<file path="config.mk">
export PLATFORM = sky130hd
export DESIGN_NAME = newline_run_normalizer_unit
export DESIGN_NICKNAME = d
export VERILOG_FILES = /design/src/hdl/nrn_pkg.sv /design/src/hdl/nrn_front.sv /design/src/hdl/nrn_cmd_queue.sv /design/src/hdl/nrn_back.sv /design/src/hdl/newline_run_normalizer_unit.sv
export SDC_FILE = /design/constraint.sdc
export NUM_CORES = 1
export LEC_CHECK = 0
export BUFFER_PORTS_ARGS = -buffer_cell sky130_fd_sc_hd__buf_2
export CAP_MARGIN = 20
export CORE_UTILIZATION = 45
export CTS_CLUSTER_DIAMETER = 150
export DETAILED_ROUTE_END_ITERATION = 12
export PLACE_DENSITY = 0.69
export SLEW_MARGIN = 0
export SYNTH_ARGS = -nofsm -noshare
export SYNTH_HDL_FRONTEND = slang
export SYNTH_SLANG_ARGS = --single-unit
</file>
<file path="constraint.sdc">
create_clock -name clock -period 4.1 [get_ports clock]
set_input_delay 0.615 -clock clock [delete_from_list [all_inputs] [get_ports clock]]
set_output_delay 0.615 -clock clock [all_outputs]
set_load 0.005 [all_outputs]
</file>
<file path="src/hdl/nrn_pkg.sv">
// Shared types and constants for the newline run normalizer.
package nrn_pkg;

   localparam int CNT_W = 5;

   localparam logic [7:0] BYTE_CR = 8'h0D;
   localparam logic [7:0] BYTE_LF = 8'h0A;

   localparam logic [1:0] REG_MIN_RUN = 2'd0;
   localparam logic [1:0] REG_MAX_RUN = 2'd1;
   localparam logic [1:0] REG_STYLE   = 2'd2;

   localparam logic [CNT_W-1:0] MIN_RUN_RESET = 5'd0;
   localparam logic [CNT_W-1:0] MAX_RUN_RESET = 5'd16;

   typedef enum logic [1:0] {
      LE_CR   = 2'd0,
      LE_LF   = 2'd1,
      LE_CRLF = 2'd2,
      LE_LFCR = 2'd3
   } line_end_type;

   typedef struct packed {
      logic [CNT_W-1:0] min_run;
      logic [CNT_W-1:0] max_run;
      line_end_type     style;
   } cfg_type;

   // one queued job: emit cnt line ends, then the byte if has_byte
   typedef struct packed {
      logic [CNT_W-1:0] cnt;
      logic             has_byte;
      logic [7:0]       data;
   } cmd_type;

endpackage

</file>
<file path="src/hdl/nrn_front.sv">
// Front end: accepts bytes, tracks the newline run and queues emit jobs.
module nrn_front #(
   parameter int MAX_RUN = 16
) (
   input  logic             clock,
   input  logic             reset,
   input  nrn_pkg::cfg_type cfg,
   input  logic             req_valid,
   output logic             req_ready,
   input  logic             req_kind,
   input  logic [7:0]       req_in_byte,
   input  logic             q_full,
   output logic             q_push,
   output nrn_pkg::cmd_type q_cmd
);

   localparam int RUN_W = $clog2(MAX_RUN + 1);
   localparam logic [RUN_W-1:0] RUN_SAT = RUN_W'(MAX_RUN);
   localparam logic [nrn_pkg::CNT_W-1:0] MAX_RUN_C = nrn_pkg::CNT_W'(MAX_RUN);

   logic [RUN_W-1:0] run_ff, run_in;
   logic             after_cr_ff, after_cr_in;

   logic                       fire;
   logic [RUN_W-1:0]           run_inc;
   logic [nrn_pkg::CNT_W-1:0]  run_w, raised, capped, emit_cnt;

   assign req_ready = !q_full;
   assign fire      = req_valid && req_ready;

   assign run_inc = (run_ff == RUN_SAT) ? run_ff : run_ff + RUN_W'(1);
   assign run_w   = nrn_pkg::CNT_W'(run_ff);
   assign raised  = (run_w < cfg.min_run) ? cfg.min_run : run_w;
   assign capped  = (raised > cfg.max_run) ? cfg.max_run : raised;
   assign emit_cnt = (run_ff == '0) ? '0 :
                     (capped > MAX_RUN_C) ? MAX_RUN_C : capped;

   always_comb begin
      run_in         = run_ff;
      after_cr_in    = after_cr_ff;
      q_push         = 1'b0;
      q_cmd.cnt      = emit_cnt;
      q_cmd.has_byte = 1'b0;
      q_cmd.data     = req_in_byte;
      if (fire) begin
         priority if (req_kind) begin
            q_push      = (emit_cnt != '0);
            run_in      = '0;
            after_cr_in = 1'b0;
         end else if (req_in_byte == nrn_pkg::BYTE_CR) begin
            run_in      = run_inc;
            after_cr_in = 1'b1;
         end else if (req_in_byte == nrn_pkg::BYTE_LF) begin
            if (!after_cr_ff) begin
               run_in = run_inc;
            end
            after_cr_in = 1'b0;
         end else begin
            q_push         = 1'b1;
            q_cmd.has_byte = 1'b1;
            run_in         = '0;
            after_cr_in    = 1'b0;
         end
      end
   end

   always_ff @(posedge clock) begin
      if (reset) begin
         run_ff      <= '0;
         after_cr_ff <= 1'b0;
      end else begin
         run_ff      <= run_in;
         after_cr_ff <= after_cr_in;
      end
   end

endmodule

</file>
<file path="src/hdl/nrn_cmd_queue.sv">
// Two-entry job queue between front and back.
module nrn_cmd_queue (
   input  logic             clock,
   input  logic             reset,
   input  logic             push,
   input  nrn_pkg::cmd_type push_cmd,
   output logic             full,
   input  logic             pop,
   output logic             not_empty,
   output nrn_pkg::cmd_type head
);

   nrn_pkg::cmd_type entries_ff [2];
   logic       wr_ptr_ff, rd_ptr_ff;
   logic [1:0] count_ff, count_in;

   assign full      = (count_ff == 2'd2);
   assign not_empty = (count_ff != 2'd0);
   assign head      = entries_ff[rd_ptr_ff];

   always_comb begin
      unique case ({push, pop})
         2'b10:   count_in = count_ff + 2'd1;
         2'b01:   count_in = count_ff - 2'd1;
         default: count_in = count_ff;
      endcase
   end

   always_ff @(posedge clock) begin
      if (push) begin
         entries_ff[wr_ptr_ff] <= push_cmd;
      end
   end

   always_ff @(posedge clock) begin
      if (reset) begin
         wr_ptr_ff <= 1'b0;
         rd_ptr_ff <= 1'b0;
         count_ff  <= 2'd0;
      end else begin
         if (push) begin
            wr_ptr_ff <= !wr_ptr_ff;
         end
         if (pop) begin
            rd_ptr_ff <= !rd_ptr_ff;
         end
         count_ff <= count_in;
      end
   end

endmodule

</file>
<file path="src/hdl/nrn_back.sv">
// Back end: plays out queued jobs as line-end and text beats.
module nrn_back (
   input  logic             clock,
   input  logic             reset,
   input  nrn_pkg::cfg_type cfg,
   input  logic             q_valid,
   input  nrn_pkg::cmd_type q_head,
   output logic             q_pop,
   output logic             rsp_valid,
   input  logic             rsp_ready,
   output logic [7:0]       rsp_out_byte,
   output logic             rsp_last
);

   logic                      busy_ff;
   logic [nrn_pkg::CNT_W-1:0] left_ff;
   logic                      half_ff;
   logic                      has_byte_ff;
   logic [7:0]                data_ff;

   logic       fire, pair, pair_end, load;
   logic [7:0] le_char;

   assign pair     = (cfg.style == nrn_pkg::LE_CRLF) || (cfg.style == nrn_pkg::LE_LFCR);
   assign pair_end = !pair || half_ff;

   always_comb begin
      unique case (cfg.style)
         nrn_pkg::LE_CR:   le_char = nrn_pkg::BYTE_CR;
         nrn_pkg::LE_LF:   le_char = nrn_pkg::BYTE_LF;
         nrn_pkg::LE_CRLF: le_char = half_ff ? nrn_pkg::BYTE_LF : nrn_pkg::BYTE_CR;
         nrn_pkg::LE_LFCR: le_char = half_ff ? nrn_pkg::BYTE_CR : nrn_pkg::BYTE_LF;
         default:          le_char = nrn_pkg::BYTE_LF;
      endcase
   end

   assign rsp_valid    = busy_ff;
   assign rsp_out_byte = (left_ff != '0) ? le_char : data_ff;
   assign rsp_last     = (left_ff != '0) ?
                         (pair_end && left_ff == nrn_pkg::CNT_W'(1) && !has_byte_ff) : 1'b1;

   assign fire  = rsp_valid && rsp_ready;
   assign load  = q_valid && (!busy_ff || (fire && rsp_last));
   assign q_pop = load;

   always_ff @(posedge clock) begin
      if (reset) begin
         busy_ff <= 1'b0;
         half_ff <= 1'b0;
      end else begin
         if (load) begin
            busy_ff     <= 1'b1;
            half_ff     <= 1'b0;
            left_ff     <= q_head.cnt;
            has_byte_ff <= q_head.has_byte;
            data_ff     <= q_head.data;
         end else if (fire) begin
            if (rsp_last) begin
               busy_ff <= 1'b0;
            end
            if (left_ff != '0) begin
               if (pair_end) begin
                  half_ff <= 1'b0;
                  left_ff <= left_ff - nrn_pkg::CNT_W'(1);
               end else begin
                  half_ff <= 1'b1;
               end
            end
         end
      end
   end

   a_job_not_empty: assert property (@(posedge clock) disable iff (reset)
      busy_ff && left_ff == '0 |-> has_byte_ff)
      else $error("active job has nothing left to emit");

   a_half_in_pair: assert property (@(posedge clock) disable iff (reset)
      half_ff |-> busy_ff && pair && left_ff != '0)
      else $error("second half of line end outside a pair style");

   a_idle_after_last: assert property (@(posedge clock) disable iff (reset)
      fire && rsp_last && !q_valid |=> !busy_ff)
      else $error("back end stayed busy after final beat");

endmodule

</file>
<file path="src/hdl/newline_run_normalizer_unit.sv">
// Newline run normalizer: top level with configuration registers.
// Throughput: one ordinary byte per cycle while the job queue has room; a newline
// run flush adds one beat per emitted line-end character (count or twice count,
// set by the back end player). CR and LF bytes themselves produce no beat.
// Reset (synchronous): run state, job queue and output cleared; min 0, max 16, LF.
module newline_run_normalizer_unit #(
   parameter int MAX_RUN = 16
) (
   input  logic       clock,
   input  logic       reset,
   input  logic       req_valid,
   output logic       req_ready,
   input  logic       req_kind,
   input  logic [7:0] req_in_byte,
   output logic       rsp_valid,
   input  logic       rsp_ready,
   output logic [7:0] rsp_out_byte,
   output logic       rsp_last,
   input  logic       csr_wr_en,
   input  logic [1:0] csr_index,
   input  logic [4:0] csr_wdata
);

   nrn_pkg::cfg_type cfg_ff;
   nrn_pkg::cmd_type push_cmd, head;
   logic             push, pop, full, not_empty;

   always_ff @(posedge clock) begin
      if (reset) begin
         cfg_ff.min_run <= nrn_pkg::MIN_RUN_RESET;
         cfg_ff.max_run <= nrn_pkg::MAX_RUN_RESET;
         cfg_ff.style   <= nrn_pkg::LE_LF;
      end else if (csr_wr_en) begin
         unique case (csr_index)
            nrn_pkg::REG_MIN_RUN: cfg_ff.min_run <= csr_wdata;
            nrn_pkg::REG_MAX_RUN: cfg_ff.max_run <= csr_wdata;
            nrn_pkg::REG_STYLE:   cfg_ff.style   <= nrn_pkg::line_end_type'(csr_wdata[1:0]);
            default: ;
         endcase
      end
   end

   nrn_front #(
      .MAX_RUN(MAX_RUN)
   ) u_front (
      .clock       (clock),
      .reset       (reset),
      .cfg         (cfg_ff),
      .req_valid   (req_valid),
      .req_ready   (req_ready),
      .req_kind    (req_kind),
      .req_in_byte (req_in_byte),
      .q_full      (full),
      .q_push      (push),
      .q_cmd       (push_cmd)
   );

   nrn_cmd_queue u_queue (
      .clock     (clock),
      .reset     (reset),
      .push      (push),
      .push_cmd  (push_cmd),
      .full      (full),
      .pop       (pop),
      .not_empty (not_empty),
      .head      (head)
   );

   nrn_back u_back (
      .clock        (clock),
      .reset        (reset),
      .cfg          (cfg_ff),
      .q_valid      (not_empty),
      .q_head       (head),
      .q_pop        (pop),
      .rsp_valid    (rsp_valid),
      .rsp_ready    (rsp_ready),
      .rsp_out_byte (rsp_out_byte),
      .rsp_last     (rsp_last)
   );

endmodule

</file>
## After elaboration in Yosys (flattened, before gate mapping)

Memories as Yosys holds them, arrays and structs flattened. A register that Yosys moved wholly into a read port is not among the register bits.
Index checks and enable logic that the tools add are counted.

| word-level totals | value |
|---|---|
| logic and storage cells | 105 |
| input port bits | 21 |
| memories kept | 1 |
| memory bits (writable) | 28 |
| output and inout bits | 11 |
| register bits | 38 |

Memories:

| memory | depth | bits a word | rd ports | clocked after Yosys merged registers in | write ports | RTL line | text |
|---|---|---|---|---|---|---|---|
| u_queue.entries_ff | 2 | 14 | 1 | 1 | 1 | nrn_cmd_queue.sv:13 | `nrn_pkg::cmd_type entries_ff [2];` |

| cells by class | value |
|---|---|
| reductions and logical operators | 35 |
| muxes and demuxes | 35 |
| add/subtract/negate cells | 4 |
| eq/ne operators | 13 |
| bitwise operators | 1 |
| magnitude comparators | 3 |

Operators by type and width:

| operator | number |
|---|---|
| two-way mux 5 bit | 13 |
| one-hot mux 8 bit (4 select lines) | 1 |
| two-way mux 1 bit | 17 |
| == test 8 x 4 -> 1 bit, second input constant | 2 |
| AND reduction 2 bit | 7 |
| nonzero test 2 bit | 6 |
| == test 2 bit, second input constant | 5 |
| nonzero test 5 bit | 2 |
| two-way mux 8 bit | 1 |
| == test 2 x 1 -> 1 bit, second input constant | 3 |
| logical AND 1 bit | 6 |
| logical NOT 1 bit | 6 |
| two-way mux 3 bit | 2 |
| adder 5 x 1 -> 5 bit, second input constant | 1 |
| == test 5 x 1 -> 1 bit, second input constant | 1 |
| == test 5 bit, second input constant | 1 |
| > comparator 5 bit | 1 |
| > comparator 5 bit, second input constant | 1 |
| logical NOT 5 bit | 1 |
| < comparator 5 bit | 1 |
| subtractor 5 x 1 -> 5 bit, second input constant | 1 |
| logical NOT 2 bit | 2 |
| inequality test 4 bit, second input constant | 1 |
| one-hot mux 2 bit (2 select lines) | 1 |
| other kinds (6) | 8 |

## Depth between registers and ports, before layout

| logic depth | value |
|---|---|
| depth after elaboration | 12 |
| mapped depth | 18 |
| depth with buffers taken out | 18 |

## Cells and area by module

From an unflattened synthesis, not the netlist that was laid out.

| unflattened totals | value |
|---|---|
| cell total of the unflattened synthesis | 318 |
| area, all modules | 3,585.9 sq um |

Modules (own cells, without submodules):

| module | cells an instance | area an instance (sq um) | times used |
|---|---|---|---|
| nrn_cmd_queue | 65 | 1,211.2 | 1 |
| nrn_front | 137 | 992.2 | 1 |
| nrn_back | 66 | 853.3 | 1 |
| newline_run_normalizer_unit | 50 | 529.3 | 1 |

## Worst setup path after synthesis

Ideal clock, no wire load.

| timing | value |
|---|---|
| kind | reg-to-reg |
| from | reg u_front.run_ff[2] |
| to | mem u_queue.entries_ff[1][0] (netlist name), enable pin |
| clock period less this slack | 3,768 ps |
| path buffers | 0 |
| slack | 332 ps |
| stages on the path, launching flop included | 14 |
| arrival time | 3,383 ps |
| cells stage by stage | dfxtp_1 ha_1 a21oi_1 o21ai_1 a31o_2 o21ai_0 ha_1 and3_1 o21a_1 o31ai_1 o31ai_1 o2111ai_1 o21ai_2 nor2_1 |

| on the way | value |
|---|---|
| longest elaborated chain between the ends | 12 |
| elaborated cells on any way between the ends | 13 |
| classes of those cells | order compare (3); mux (8); reduce/logical (2) |

RTL lines:

| item | RTL line | text |
|---|---|---|
| start: declaration | nrn_front.sv:21 | `logic [RUN_W-1:0] run_ff, run_in;` |
| start signal: assignment | nrn_front.sv:72 | `run_ff <= run_in;` |
| < comparator 5 bit | nrn_front.sv:33 | `assign raised = (run_w < cfg.min_run) ? cfg.min_run : run_w;` |
| two-way mux 5 bit | nrn_front.sv:33 |  |
| > comparator 5 bit | nrn_front.sv:34 | `assign capped = (raised > cfg.max_run) ? cfg.max_run : raised;` |
| two-way mux 5 bit | nrn_front.sv:34 |  |
| > comparator 5 bit | nrn_front.sv:36 | `(capped > MAX_RUN_C) ? MAX_RUN_C : capped;` |
| two-way mux 5 bit | nrn_front.sv:36 |  |
| two-way mux 5 bit * | nrn_front.sv:35 | `assign emit_cnt = (run_ff == '0) ? '0 :` |
| nonzero test 5 bit * | nrn_front.sv:47 | `q_push = (emit_cnt != '0);` |
| two-way mux 1 bit * | nrn_front.sv:46 | `priority if (req_kind) begin` |
| two-way mux 1 bit * | nrn_front.sv:45 | `if (fire) begin` |
| two-way mux 1 bit * | nrn_cmd_queue.sv:30 | `if (push) begin` |
| two-way mux 1 bit (implied by the code) * | nrn_cmd_queue.sv:31 | `entries_ff[wr_ptr_ff] <= push_cmd;` |
| end: declaration | nrn_cmd_queue.sv:13 |  |

Every way passes the cells marked *; elsewhere a longest branch is shown, timed or not.

## Final worst setup path

| timing | value |
|---|---|
| from | reg cfg_ff[9] (netlist name) |
| to | reg u_queue.count_ff[1] |

| on the way | value |
|---|---|
| longest elaborated chain between the ends | 12 |
| elaborated cells on any way between the ends | 14 |
| classes of those cells | order compare (3); eq/ne (2); mux (7); reduce/logical (2) |

RTL lines:

| item | RTL line | text |
|---|---|---|
| start: declaration | newline_run_normalizer_unit.sv:24 | `nrn_pkg::cfg_type cfg_ff;` |
| < comparator 5 bit | nrn_front.sv:33 |  |
| two-way mux 5 bit * | nrn_front.sv:33 |  |
| > comparator 5 bit | nrn_front.sv:34 |  |
| two-way mux 5 bit * | nrn_front.sv:34 |  |
| > comparator 5 bit | nrn_front.sv:36 |  |
| two-way mux 5 bit * | nrn_front.sv:36 |  |
| two-way mux 5 bit * | nrn_front.sv:35 |  |
| nonzero test 5 bit * | nrn_front.sv:47 |  |
| two-way mux 1 bit * | nrn_front.sv:46 |  |
| two-way mux 1 bit * | nrn_front.sv:45 |  |
| == test 2 x 1 -> 1 bit or == test 2 bit (tied branches) | nrn_cmd_queue.sv:22 | `unique case ({push, pop})` |
| one-hot mux 2 bit (2 select lines) or nonzero test 2 bit (tied branches) | -- |  |
| end signal: assignment | nrn_cmd_queue.sv:47 | `count_ff <= count_in;` |
| end: declaration | nrn_cmd_queue.sv:15 | `logic [1:0] count_ff, count_in;` |

Marked as above.
A chain may end at the register's enable or synchronous reset.

==> results.md <==
- # Max-Cap Violations: 0
- CP startpoint kind: flip-flop
- # clock sinks: 67
- Static Leak: 1.505 nW
- Crit-path cells: inv_1 -> ha_1 -> a21oi_2 -> o21ai_1 -> a31o_2 -> nand2_1 -> o21ai_2 -> ha_1 -> and3_1 -> o21a_1 -> o31a_1 -> o21ai_0 -> o2111ai_1 -> o21ai_2 -> ha_1 -> or3_1 -> a21oi_1
- CP peak stage delay: 0.40 ns
- Most frequent cell after synthesis: edfxtp_1
- Hold slack: 0.4563 ns
- Pwr/cell area: 507.1 mW/mm²
- Max Root-Sink Buffers: 2
- Commonest cells post-synth: edfxtp_1 (42), nor2_1 (41), dfxtp_1 (25)
- Peak Freq: 255.7 MHz
- CTS tree: built
- Post-Synthesis Cell Area: 0.003278 mm²
- DRC: 0
- Mapped Nets: 336
- Core Area: 0.006907 mm²
- Clock Root Buffer: clkbuf_8
- Share of cells above drive strength 1: 23.86%
- Syn avg cell area: 10.89 µm²
- Status: complete, no violations
- Post-route clock period utilization: 95.38%
- Initial DRC Count: 91
- FF+latch count, synth: 67
- Total track usage: 17.81%
- Gpl congestion: 0.9025
- Synth warn: 0
- Post-synth EDFFs: 42
- Die span in y: 87.35 µm
- Initial core utilization: 47.46%
- Num CTS Buffers: 9
- Antenna violations before repair: 0
- Clk slew on worst S/H paths: 0.07 ns
- Largest net degree at the start of global routing: 27
- Mapped Cells: 301
- Routed via count: 2,370
- Share of the synthesized area in the top cell type: 38.47%
- Die W: 87.35 µm
- Crit path DAT: 4.19 ns
- Final ANT Viol Nets: 0
- Final nets: 382
- Skew final: 0.008369 ns
- Latest clock arrival within the worst-skew pair: 0.35 ns
- Final Slew Violations: 0
- Final core occ: 55.67%
- CP max FO: 7
- Top cells by area, synth: edfxtp_1 (38%), dfxtp_1 (15%), ha_1 (5.3%), nor2_1 (4.7%), mux2_2 (3.4%)
- Worst slew pin tran: 0.9263 ns
- Dominant synthesized flop cell: edfxtp_1
- Rows: 30
- Area grow syn2layout: 17.29%
- CTS H-tree depth: 3
- Unique masters post-synth: 53
- DIE AREA: 0.007630 mm²
- Routed length per instance: 14.31 µm
- Most frequent CP cell: ha_1
- Max stage delay cell, worst path: o31a_1
- Drt total wl: 6413 µm
- Dpl hpwl: 4625 µm
- Total gr overflow: 0
- Vias per inst: 5.290
- Post-synth top area cell: edfxtp_1
- PortBufs: 31
- Setup TNS: 0 ns
- Hold crit path type: reg2reg
- Sequential fraction of the synthesis area: 53.74%
- Max-slew headroom: 37.83%
- Crit end category: flip-flop
- Fin crit period: 3.911 ns
- Peak supply drop: 204.8 µV
- Hold Violations, Final: 0
- Req. time, crit path: 4.38 ns
- Fill count: 652
- Vias in the first global route: 2,158
- Setup-failing EPs final: 0
- Async SR Flop Fraction: 0%
- Drt pass-1 iters: 5
- I/O pins: 32
- Antenna diode instance count: 0
- Setup CP Type: reg2reg
- Hold Buf Count CTS: 0
- Wire length of the first global-routing pass: 10,070 µm
## sequential cells by signal, indices dropped and copies added, names as in the netlist, named ones only
signal and count:
u_queue.rd_ptr_ff 1, u_front.after_cr_ff 1, u_queue.wr_ptr_ff 1, u_back.rsp_valid 1, u_back.has_byte_ff 1, cfg_ff 12
u_queue.count_ff 2, u_back.left_ff 5, u_queue.entries_ff 28, u_back.data_ff 8, u_front.run_ff 5, u_back.half_ff 1
## layout make-up
type	count	area, µm²	area share [%]
tap	96	120.1	3.124
timing repair buffer	41	230.2	5.988
multi-input combinational	210	1449	37.68
clock buffer	9	123.9	3.222
sequential	67	1762	45.82
inverter	18	67.56	1.757
clock inverter	7	92.59	2.408
## metal layers
metal	vias to the layer above	global-route usage, %	share of wire [%]
li1	1186	-	-
met1	1129	21.84	45
met2	41	29.47	49
met3	14	3.697	3.6
met4	0	9.389	2.4
met5	-	0	0
## cells by family (layout without fill, tap and decap cells)
family	Yosys count	after routing	synth area share, %
flip-flops	67	67	53.74
AO/OA/AOI/OAI	61	61	12.86
multiplexers	20	20	6.908
adder cells (fa/ha/maj)	14	14	5.344
buffers and inverters	24	75	2.786
XOR/XNOR	8	8	2.137
AND/OR/NAND/NOR	107	107	16.22
## worst paths after layout
kind	endpoint	start	cells past startpoint	slack (ns)
worst max-delay path	u_queue.count_ff[1]	cfg_ff[9]	17	0.19
worst min-delay path	u_front.after_cr_ff	u_front.after_cr_ff	2	0.46
worst max register to register	u_queue.count_ff[1]	cfg_ff[9]	17	0.19
worst min register to register	u_front.after_cr_ff	u_front.after_cr_ff	2	0.46
## worst max-delay path: cells and delay by family, from the launching register on
kind,cells,cell delay (ns)
adders and majority gates,3,0.91
AOI/OAI and AO/OA,10,1.89
and+or+nand+nor,3,0.67
buffers and inverters,1,0.07
DFF,1,0.33
## report_power, final
part           internal (mW)  switching, mW  total [mW]
logic                  0.189          0.249       0.439
clock network          0.341          0.261       0.602
registers              0.844         0.0652       0.910
## placed cells by master, fill, tap and decap left out, drive strengths merged, types with 5 or more instances in the layout
cell	netlist	layout
and3	5	5
buf	1	40
clkbuf	5	10
nor2	41	41
nor2b	9	9
mux2i	9	9
dfxtp	25	25
edfxtp	42	42
a21oi	17	17
clkinv	0	5
nand2	19	19
a211oi	8	8
nand3	7	7
o21ai	12	12
nor3	6	6
mux2	11	11
inv	18	18
ha	14	14
## metrics by stage
step                worst slack, ns  area (µm²)  total power [mW]  instances
global route               -0.02923        3845             2.054        448
global placement             0.1745        3560             1.336        426
detailed placement          0.04438        3560             1.354        426
floorplan                    0.3321        3278             1.234        301
finish                       0.1894        3845             1.950        448
CTS                        0.001759        3776             1.954        442
## repair_timing
action | in CTS | in global routing
buffers inserted | 0 | 5
gates resized for setup | 0 | 6
endpoints found under the setup margin | 0 | 29
hold endpoints to repair | 0 | 0
No activity file was read; power rests on OpenSTA's default activity.
